### src/hw/rtl/gjs_pkg.sv
// Shared types, constants and helpers for the Gauss-Jordan solver.
// Used by the controller, the datapath and the top level; depends on nothing.
package gjs_pkg;

  localparam int DATA_W = 32;
  localparam int ROW_W  = 4;
  localparam int COL_W  = 5;
  localparam int CNT_W  = 5;

  // Commands from the controller to the datapath for one cycle.
  typedef struct packed {
    logic             wr_en;
    logic             wr_load;
    logic [ROW_W-1:0] row;
    logic [COL_W-1:0] col;
    logic             cap_piv;
    logic             cap_mult;
    logic             cap_aik;
    logic             cap_ajk;
    logic             cap_prod;
    logic             div_start;
    logic             sel_sol;
    logic             emit;
    logic             emit_err;
    logic             res_last;
  } cmd_t;

  // Status from the datapath back to the controller.
  typedef struct packed {
    logic rd_zero;
    logic div_busy;
  } sts_t;

  function automatic logic signed [DATA_W-1:0] sat32(input logic signed [64:0] v);
    logic signed [DATA_W-1:0] r;
    if (v > 65'sd2147483647) begin
      r = 32'sh7fffffff;
    end else if (v < -65'sd2147483648) begin
      r = 32'sh80000000;
    end else begin
      r = v[DATA_W-1:0];
    end
    return r;
  endfunction

endpackage

### src/hw/rtl/gjs_ctrl.sv
// Controller of the solver: load handshake and the sequencer that walks
// pivots, rows and columns. Depends on gjs_pkg.
module gjs_ctrl #(
  parameter int MAX_N = 16
) (
  input  logic                      clk_i,
  input  logic                      rst_ni,
  input  logic                      start_i,
  input  logic [3:0]                row_index_i,
  input  logic [4:0]                column_index_i,
  input  logic                      load_last_i,
  input  logic [4:0]                n_size_i,
  input  gjs_pkg::sts_t             sts_i,
  output gjs_pkg::cmd_t             cmd_o,
  output logic                      busy_o
);
  import gjs_pkg::*;

  localparam int NCap = (MAX_N < 16) ? MAX_N : 16;

  typedef enum logic [3:0] {
    S_IDLE,
    S_PIV_RD,
    S_PIV_CHK,
    S_MUL_RD,
    S_MUL_CAP,
    S_AIK_RD,
    S_AJK_RD,
    S_MULT,
    S_DIV_GO,
    S_DIV_WAIT,
    S_SOL_RD_D,
    S_SOL_RD_N,
    S_SOL_CAP,
    S_SOL_GO,
    S_SOL_WAIT
  } state_e;

  state_e           state_q, state_d;
  logic [CNT_W-1:0] i_q, i_d, j_q, j_d, k_q, k_d;
  logic [CNT_W-1:0] n_eff;
  logic [CNT_W-1:0] j_first, j_inc, j_after;
  logic             in_range;
  logic             i_last;

  always_comb begin
    if (n_size_i == '0) begin
      n_eff = CNT_W'(1);
    end else if (n_size_i > CNT_W'(NCap)) begin
      n_eff = CNT_W'(NCap);
    end else begin
      n_eff = n_size_i;
    end
  end

  assign in_range = ({1'b0, row_index_i} < n_eff) && (column_index_i <= n_eff);
  assign j_first  = (i_q == '0) ? CNT_W'(1) : '0;
  assign j_inc    = j_q + CNT_W'(1);
  assign j_after  = (j_inc == i_q) ? j_q + CNT_W'(2) : j_inc;
  assign i_last   = (i_q + CNT_W'(1)) == n_eff;

  always_comb begin
    state_d = state_q;
    i_d     = i_q;
    j_d     = j_q;
    k_d     = k_q;
    cmd_o   = '0;
    unique case (state_q)
      S_IDLE: begin
        cmd_o.row     = row_index_i;
        cmd_o.col     = column_index_i;
        cmd_o.wr_load = 1'b1;
        if (start_i) begin
          cmd_o.wr_en = in_range;
          if (load_last_i) begin
            i_d     = '0;
            state_d = S_PIV_RD;
          end
        end
      end
      S_PIV_RD: begin
        cmd_o.row = ROW_W'(i_q);
        cmd_o.col = COL_W'(i_q);
        state_d   = S_PIV_CHK;
      end
      S_PIV_CHK: begin
        cmd_o.row = ROW_W'(i_q);
        if (sts_i.rd_zero) begin
          cmd_o.emit     = 1'b1;
          cmd_o.emit_err = 1'b1;
          state_d        = S_IDLE;
        end else begin
          cmd_o.cap_piv = 1'b1;
          j_d           = j_first;
          if (j_first >= n_eff) begin
            if (i_last) begin
              i_d     = '0;
              state_d = S_SOL_RD_D;
            end else begin
              i_d     = i_q + CNT_W'(1);
              state_d = S_PIV_RD;
            end
          end else begin
            state_d = S_MUL_RD;
          end
        end
      end
      S_MUL_RD: begin
        cmd_o.row = ROW_W'(j_q);
        cmd_o.col = COL_W'(i_q);
        state_d   = S_MUL_CAP;
      end
      S_MUL_CAP: begin
        cmd_o.cap_mult = 1'b1;
        k_d            = '0;
        state_d        = S_AIK_RD;
      end
      S_AIK_RD: begin
        cmd_o.row = ROW_W'(i_q);
        cmd_o.col = COL_W'(k_q);
        state_d   = S_AJK_RD;
      end
      S_AJK_RD: begin
        cmd_o.cap_aik = 1'b1;
        cmd_o.row     = ROW_W'(j_q);
        cmd_o.col     = COL_W'(k_q);
        state_d       = S_MULT;
      end
      S_MULT: begin
        cmd_o.cap_ajk  = 1'b1;
        cmd_o.cap_prod = 1'b1;
        state_d        = S_DIV_GO;
      end
      S_DIV_GO: begin
        cmd_o.div_start = 1'b1;
        state_d         = S_DIV_WAIT;
      end
      S_DIV_WAIT: begin
        cmd_o.row = ROW_W'(j_q);
        cmd_o.col = COL_W'(k_q);
        if (!sts_i.div_busy) begin
          cmd_o.wr_en = 1'b1;
          if (k_q == n_eff) begin
            if (j_after >= n_eff) begin
              if (i_last) begin
                i_d     = '0;
                state_d = S_SOL_RD_D;
              end else begin
                i_d     = i_q + CNT_W'(1);
                state_d = S_PIV_RD;
              end
            end else begin
              j_d     = j_after;
              state_d = S_MUL_RD;
            end
          end else begin
            k_d     = k_q + CNT_W'(1);
            state_d = S_AIK_RD;
          end
        end
      end
      S_SOL_RD_D: begin
        cmd_o.row = ROW_W'(i_q);
        cmd_o.col = COL_W'(i_q);
        state_d   = S_SOL_RD_N;
      end
      S_SOL_RD_N: begin
        cmd_o.cap_piv = 1'b1;
        cmd_o.row     = ROW_W'(i_q);
        cmd_o.col     = COL_W'(n_eff);
        state_d       = S_SOL_CAP;
      end
      S_SOL_CAP: begin
        cmd_o.cap_aik = 1'b1;
        state_d       = S_SOL_GO;
      end
      S_SOL_GO: begin
        cmd_o.div_start = 1'b1;
        cmd_o.sel_sol   = 1'b1;
        state_d         = S_SOL_WAIT;
      end
      S_SOL_WAIT: begin
        cmd_o.row      = ROW_W'(i_q);
        cmd_o.res_last = i_last;
        if (!sts_i.div_busy) begin
          cmd_o.emit = 1'b1;
          if (i_last) begin
            state_d = S_IDLE;
          end else begin
            i_d     = i_q + CNT_W'(1);
            state_d = S_SOL_RD_D;
          end
        end
      end
      default: begin
        state_d = S_IDLE;
      end
    endcase
  end

  always_ff @(posedge clk_i or negedge rst_ni) begin
    if (!rst_ni) begin
      state_q <= S_IDLE;
      i_q     <= '0;
      j_q     <= '0;
      k_q     <= '0;
    end else begin
      state_q <= state_d;
      i_q     <= i_d;
      j_q     <= j_d;
      k_q     <= k_d;
    end
  end

  assign busy_o = (state_q != S_IDLE);

endmodule
### config.mk
export PLATFORM = sky130hd
export DESIGN_NAME = gjs_ctrl
export DESIGN_NICKNAME = d
export VERILOG_FILES = /design/src/hw/rtl/gjs_pkg.sv /design/src/hw/rtl/gjs_ctrl.sv
export SDC_FILE = /design/constraint.sdc
export NUM_CORES = 1
export LEC_CHECK = 0
export BUFFER_PORTS_ARGS = -buffer_cell sky130_fd_sc_hd__buf_2
export CORE_UTILIZATION = 45
export DETAILED_ROUTE_END_ITERATION = 7
export GPL_ROUTABILITY_DRIVEN = 0
export HOLD_SLACK_MARGIN = 0.08
export PLACE_DENSITY = 0.71
export SLEW_MARGIN = 20
export SYNTH_ARGS = -nofsm -noshare
export SYNTH_HDL_FRONTEND = slang
export SYNTH_SLANG_ARGS = --single-unit
export TNS_END_PERCENT = 5
### constraint.sdc
create_clock -name clk_i -period 8.9 [get_ports clk_i]
set_input_delay 1.78 -clock clk_i [delete_from_list [all_inputs] [get_ports clk_i]]
set_output_delay 1.78 -clock clk_i [all_outputs]
set_load 0.03 [all_outputs]
* Word level (Yosys, flattened, before mapping)
Index checks and enable logic that the tools add are counted.
** Operators by class
- Equal/unequal tests :: 28
- Magnitude comparators :: 5
- Add/subtract/negate cells :: 4
- Reduce and logical (&&, ||, !) cells :: 18
- Muxes and demuxes :: 51
** Operator list (number)
- 5-bit 2-to-1 mux :: 19
- 4-bit one-hot mux with 15 select lines :: 1
- 4-bit 2-to-1 mux :: 10
- 5-bit one-hot mux with 4 select lines :: 2
- 4-bit == test (second input constant) :: 7
- 2-bit != test (second input constant) :: 11
- 5-bit one-hot mux with 2 select lines :: 2
- 4-bit by 3-bit == test with 1-bit output (second input constant) :: 4
- 5-bit by 1-bit adder with 5-bit output (second input constant) :: 3
- 5-bit == test :: 3
- 4-bit one-hot mux with 3 select lines :: 1
- 1-bit 2-to-1 mux :: 11
- 5-bit zero test :: 2
- 10-bit AND reduction :: 1
- 3-bit OR reduction :: 3
- 4-bit by 2-bit == test with 1-bit output (second input constant) :: 2
- 4-bit nonzero test :: 2
- 1-bit one-hot mux with 2 select lines :: 3
- 6-bit OR reduction :: 1
- 5-bit by 2-bit adder with 5-bit output (second input constant) :: 1
- 1-bit by 5-bit >= comparator with 1-bit output :: 1
- 5-bit >= comparator :: 1
- 5-bit greater-than comparator (second input constant) :: 1
- 5-bit less-or-equal comparator :: 1
- 10 further kinds :: 13
** Word-level totals
- Register bits after elaboration :: 19
- Logic and storage cells :: 110
- Input port bits :: 20

* Longest topological paths before layout
Gate-level depths: netlist (run 1).
- Depth after elaboration :: 9
- Gate-level depth with buffers :: 14
- Depth with buffers taken out :: 14

* Worst setup path after synthesis (run 1)
No wires, ideal clock.
- Path kind :: input-to-output
- Start :: input n_size_i[2]
- End :: output cmd_o[20] in the netlist's numbering
- Arrival time :: 3882 ps
- Buffers on the path :: 2
- Cell stages on the path :: 12
- Setup slack :: 3238 ps
- Cells stage by stage :: buf_6 nor4_4 or2_1 clkbuf_1 ha_1 nor2b_1 o21a_1 o21a_1 o21a_1 o22ai_1 nand3_1 o22ai_1
** RTL lines
- start: declaration :: RTL line gjs_ctrl.sv:12 : input logic [4:0] n_size_i,
- end: declaration :: RTL line gjs_ctrl.sv:14 : output gjs_pkg::cmd_t cmd_o,

==> run metrics, run 1 <==
status=completed; Netlist cell types=58; die height=about 76 um; clk sinks=19; vias in the first global route=approximately 2300; Die Wd=around 76 um; Design Area, Final=0.00270 mm^2; Worst R2R Path Depth=13; critical-path cell list=buf_2 -> nor2b_1 -> inv_1 -> ha_1 -> nor2b_1 -> o21a_1 -> o21a_1 -> o21a_1 -> o22ai_1 -> nand3_1 -> o22ai_1 -> buf_2; CP Class=input port to primary output; final critical-path required period=about 5.7 ns; number of synthesized register bits=19; antenna cells=0; Synth warnings=0; grt ovf=0; synthesized area=~0.0025 mm^2; post-CTS resize count=0; syn_nets=approximately 370; crit-path max cell delay=about 0.31 ns; drt wl/cell=16.0 um; Vias=2550; total track usage=24.0%; Setup Fix Bufs, Post-CTS=0; skew final=~0.0086 ns; layout cells sized above 1=between 10% and 20%; TritonCTS clock tree=done; max-cap check violation count=0; Syn-to-layout area delta=9.71%; Iter 0 DRT Violations=260; Post-synth top flop=dfrtp_1; leakage dissipation=approximately 1.2 nW; Post-CTS Hold Buffers=0; Crit Reg-Reg Startpoint=j_q[0]; startpoint class of the critical path=input port; Routed Antenna Nets=0; Skew-Pair Late Insertion Delay=0.27 ns; CTS Buffer Depth=2; initial antenna violation count=0; final WL=about 6800 um; Die ar.=roughly 0.0058 mm^2; core area=a little over 0.005 mm^2; HP Class=flop to flop; num ports=42; Vias/cell=roughly 6; Max Slew Vio Count=0; Final WS setup=3.16 ns; Most common cell on crit path=o21a_1; WHS Path Cells=1; non-filler instance count after layout=between 400 and 500; Total Nets Final=a little under 400; Crit-path slowest cell=ha_1; Arrival @ worst endpoint=a little under 4 ns; post-synthesis cell count=between 300 and 400; maximum vdd ir drop=between 0.0001 and 0.00015 V; final cycle utilization of the critical path=64.5%; Reg-to-Reg End=i_q[3]; Hold Vio Cnt, Final=0; Post-synth EDFFs=0; final setup fails=0; pin count of the biggest net entering global routing=28; Initial Utilization=47.6%; CTS Buf Count=3; CP endpoint kind=primary output; Clock Tree Root=clkbuf_8; DR DRC count=0; FMAX=between 150 and 200 MHz; Clock Pin Slew Worst Setup and Hold Paths=approximately 0.080 ns; WHS Endpoint=j_q[4]; r2r setup slk=between 4 and 5 ns; Pre-Repair DR Iteration Count=5; Max-slew headroom=roughly 40%; Worst EP required=approximately 7.1 ns; I/O Buffers=41; H-tree depth=1; DP Area=0.00266 mm^2; first-pass GRT wire length=11300 um; # rows=26; Worst-Margin Slew=0.892 ns; register area share after synthesis=just under 20%; dpl ws=about 3.2 ns; PwrDens=277 mW/mm^2; hpwl dp=between 5000 and 6000 um; WHS=a little under 0.6 ns; setup TNS=0 ns; RSZ-0062 raised after global routing=false; placed cell count=between 400 and 500; asr flop ratio synth=between 90% and 100%; Crit Path Max Fanout=18; Hold Startpoint=j_q[4]; Avg Cell Area, Syn=7.46 um^2
how the worst max path moves through the flow:
stage	slack (ns)	depth (start not counted)	from	to
after CTS	3.18	12	n_size_i[4]	cmd_o[20]
after detailed placement	3.20	12	n_size_i[4]	cmd_o[20]
final	3.16	12	n_size_i[4]	cmd_o[20]
after global placement	3.24	12	n_size_i[4]	cmd_o[20]
after floorplan	3.24	12	n_size_i[2]	cmd_o[20]
after global routing	3.01	12	n_size_i[4]	cmd_o[20]
cell type report:
cell class	instances	area (um^2)
repair buffers	41	205
flip-flops and latches	19	475
inverters	22	82.6
multi-input cells	268	1800
well taps	70	87.6
fillers	527	2470
clock buffers	4	45.0
through the flow:
stage / utilization [%] / total power [mW]
6_report: 52.2 / 0.749
3_5_place_dp: 51.3 / 0.677
2_1_floorplan: - / 0.554
4_1_cts: 52.2 / 0.744
5_1_grt: 52.2 / 0.813
3_3_place_gp: 51.3 / 0.673
sequential cells by signal, summed over array words and instances, names as in the netlist:
name / count
i_q: 5
j_q: 5
k_q: 5
state_q: 4
critical path, delay by kind of cell:
kind | cells | cell delay (ns)
adders and majority gates | 1 | 0.31
buffers and inverters | 3 | 0.57
AOI/OAI and AO/OA | 5 | 0.81
and+or+nand+nor | 3 | 0.47
layout by cell type, fill, tap and decap left out, drive strengths merged, types with 6 or more instances in the layout:
master	instances
buf	41
o21ai	31
nor2	29
nand2	23
inv	22
a21oi	20
ha	19
dfrtp	19
xnor2	15
nand2b	14
nor3	12
nand3	10
a22oi	9
nor2b	8
and3	6
report_power, final:
part	leakage (nW)	total (mW)	switching [mW]	internal, mW
logic	0.951	0.498	0.311	0.187
clock network	0.0228	0.0659	0.0339	0.0320
registers	0.256	0.186	0.0791	0.107
total	1.23	0.749	0.424	0.325
cell usage after synthesis (4+ instances only):
cell / count / area [um^2]
xor2_1: 5 / 43.8
ha_1: 19 / 238
nand2_1: 23 / 86.3
o21a_1: 5 / 37.5
nor3_1: 12 / 60.1
xnor2_1: 15 / 131
dfrtp_1: 19 / 475
o21ai_0: 30 / 150
o22ai_1: 5 / 31.3
nand3_1: 10 / 50.1
a21oi_1: 20 / 100
a222oi_1: 4 / 40.0
a22oi_1: 9 / 67.6
nor2_1: 29 / 109
buf_2: 4 / 20.0
inv_1: 22 / 82.6
nor2b_1: 8 / 50.1
and3_1: 6 / 37.5
clkbuf_1: 14 / 52.6
nand2b_1: 14 / 87.6
cell families (layout without fill, tap and decap cells):
kind of cell | count (synthesis) | count (layout) | synth area share, %
simple gates | 125 | 125 | 28.6
compound gates | 101 | 101 | 26.7
xor+xnor | 20 | 20 | 7.12
buf+inv | 43 | 67 | 7.37
flops | 19 | 19 | 19.3
fa+ha+maj | 19 | 19 | 9.66
mux | 3 | 3 | 1.22
metal layers:
metal	wire, um	share of wire [%]	global-route usage, %
met5	0	0	0
met1	3060	45	33.0
met3	465	6.9	2.65
met2	3120	46	39.7
met4	124	1.8	6.35
(Power assumes the default switching activity.)
==> run 2, diff against run 1 <==
==> constraint.sdc (replaced) <==
create_clock -name clk_i -period 5.4 [get_ports clk_i]
set_input_delay 1.08 -clock clk_i [delete_from_list [all_inputs] [get_ports clk_i]]
set_output_delay 1.08 -clock clk_i [all_outputs]
set_load 0.03 [all_outputs]
==> run 2 against run 1 <==
Effect of this change: highest routed layer unchanged; total power increased by 65%; final cell count did not move; sequential share of layout area did not move; non-clock buffer count is the same; routed wire length rose by 1.4%.
==> run metrics, run 2 (synthesis gave the netlist of run 1 again) <==
status=completed; CTS Buffer Depth=2; Crit Path Max Fanout=9; buffers and inverters on the worst path=0; Hold Vio Cnt, Final=0; initial antenna violation count=0; total track usage=between 20% and 30%; Hold Startpoint=j_q[4]; H-tree depth=1; leakage dissipation=between 1 and 1.5 nW; Vias=between 2000 and 3000; Total Nets Final=roughly 390; setup TNS=0 ns; Crit-path slowest cell=nor4_2; Clock Pin Slew Worst Setup and Hold Paths=approximately 0.08 ns; placed cell count=420; DR DRC count=0; I/O Buffers=slightly above 40; vias in the first global route=roughly 2400; Final WS setup=roughly 1.0 ns; critical-path cell list=ha_1 -> xnor2_1 -> xnor2_1 -> nor4_2 -> o21ai_0 -> xnor2_1 -> ha_1 -> o21ai_0 -> o21ai_0 -> nand3b_4 -> a221o_1 -> or4b_1 -> nand3_1; # rows=26; antenna cells=0; CP Launch Point=j_q[0]; Regs by FF count=i_q x5, j_q x5, k_q x5; grt ovf=0; DP Area=between 0.002 and 0.003 mm^2; commonest non-fill, non-tap cell in the layout=buf_2; CP Class=flop to flop; hpwl dp=roughly 5200 um; skew final=around 0.0062 ns; die height=around 76 um; WHS=0.587 ns; commonest cells after routing, fill and taps aside=41 x buf_2, 30 x o21ai_0, 29 x nor2_1, 23 x nand2_1, 22 x inv_1; cell family with most CP delay=simple AND/OR/NAND/NOR gates; maximum vdd ir drop=between 0.00015 and 0.0002 V; Syn-to-layout area delta=9.71%; startpoint class of the critical path=flop; final setup fails=0; RSZ-0062 raised after global routing=false; drt wl/cell=between 15 and 20 um; first-pass GRT wire length=between 10000 and 15000 um; final WL=between 6000 and 7000 um; Max Slew Vio Count=0; layout cells sized above 1=approximately 15%; Routed Antenna Nets=0; max-cap check violation count=0; Iter 0 DRT Violations=around 200; pin count of the biggest net entering global routing=28; Util after Layout=between 50% and 60%; non-filler instance count after layout=about 420; crit-path max cell delay=approximately 0.8 ns; Worst-Margin Slew=between 0.8 and 0.9 ns; Max-slew headroom=41.0%; post-CTS resize count=0; CTS Buf Count=3; dpl ws=1.09 ns; Initial Utilization=a little under half; final critical-path required period=4.39 ns; HP Class=flop to flop; Overall Power=around 1.2 mW; Setup Fix Bufs, Post-CTS=0; Die Wd=about 76 um; Arrival @ worst endpoint=about 4.6 ns; num ports=42; core area=around 0.0052 mm^2; Pre-Repair DR Iteration Count=5; Design Area, Final=between 0.002 and 0.003 mm^2; PwrDens=457 mW/mm^2; Vias/cell=about 6.3; Skew-Pair Late Insertion Delay=approximately 0.26 ns; Die ar.=0.00577 mm^2; TritonCTS clock tree=done; Worst EP required=approximately 5.6 ns; Clock Tree Root=clkbuf_8; final cycle utilization of the critical path=81.3%; CP endpoint kind=flop; Post-CTS Hold Buffers=0; Crit Reg-Reg Startpoint=j_q[0]; FMAX=roughly 230 MHz; clk sinks=19
## run 2: layer usage
layer / routed length [um] / up-vias / share of wire [%] / global-route usage (%)
met2: 3170 / 132 / 46 / 38.4
met1: 3040 / 1260 / 44 / 33.4
met5: 0 / - / 0 / 0
met3: 496 / 17 / 7.2 / 3.49
li1: - / 1250 / - / -
met4: 162 / 0 / 2.4 / 11.7
## run 2: cell type report
class,count,area [um^2]
Fill cell,500,2470
Tap cell,70,87.6
Multi-Input combinational cell,268,1800
Inverter,22,82.6
Timing Repair Buffer,41,205
Clock buffer,4,45.0
Sequential cell,19,475
## run 2: final timing paths
| kind | endpoint | slack, ns | cells after the start |
|---|---|---|---|
| max | i_q[3] | 1.01 | 13 |
| min | j_q[4] | 0.59 | 1 |
| max reg2reg | i_q[3] | 1.01 | 13 |
| min reg2reg | j_q[4] | 0.59 | 1 |
| max in group asynchronous | j_q[2] | 4.30 | 1 |
| min in group asynchronous | k_q[3] | 0.76 | 1 |
## run 2: worst register-to-register path: stages (launching register included)
cell	delay, ns
dfrtp_1	0.48
ha_1	0.29
xnor2_1	0.28
xnor2_1	0.12
nor4_2	0.78
o21ai_0	0.22
xnor2_1	0.20
ha_1	0.28
o21ai_0	0.06
o21ai_0	0.46
nand3b_4	0.12
a221o_1	0.44
or4b_1	0.50
nand3_1	0.09
## run 2: report_power, final
part | leakage (nW) | switching (mW) | internal [mW]
Combinational | 0.951 | 0.517 | 0.309
Sequential | 0.256 | 0.130 | 0.176
Clock | 0.0228 | 0.0511 | 0.0526
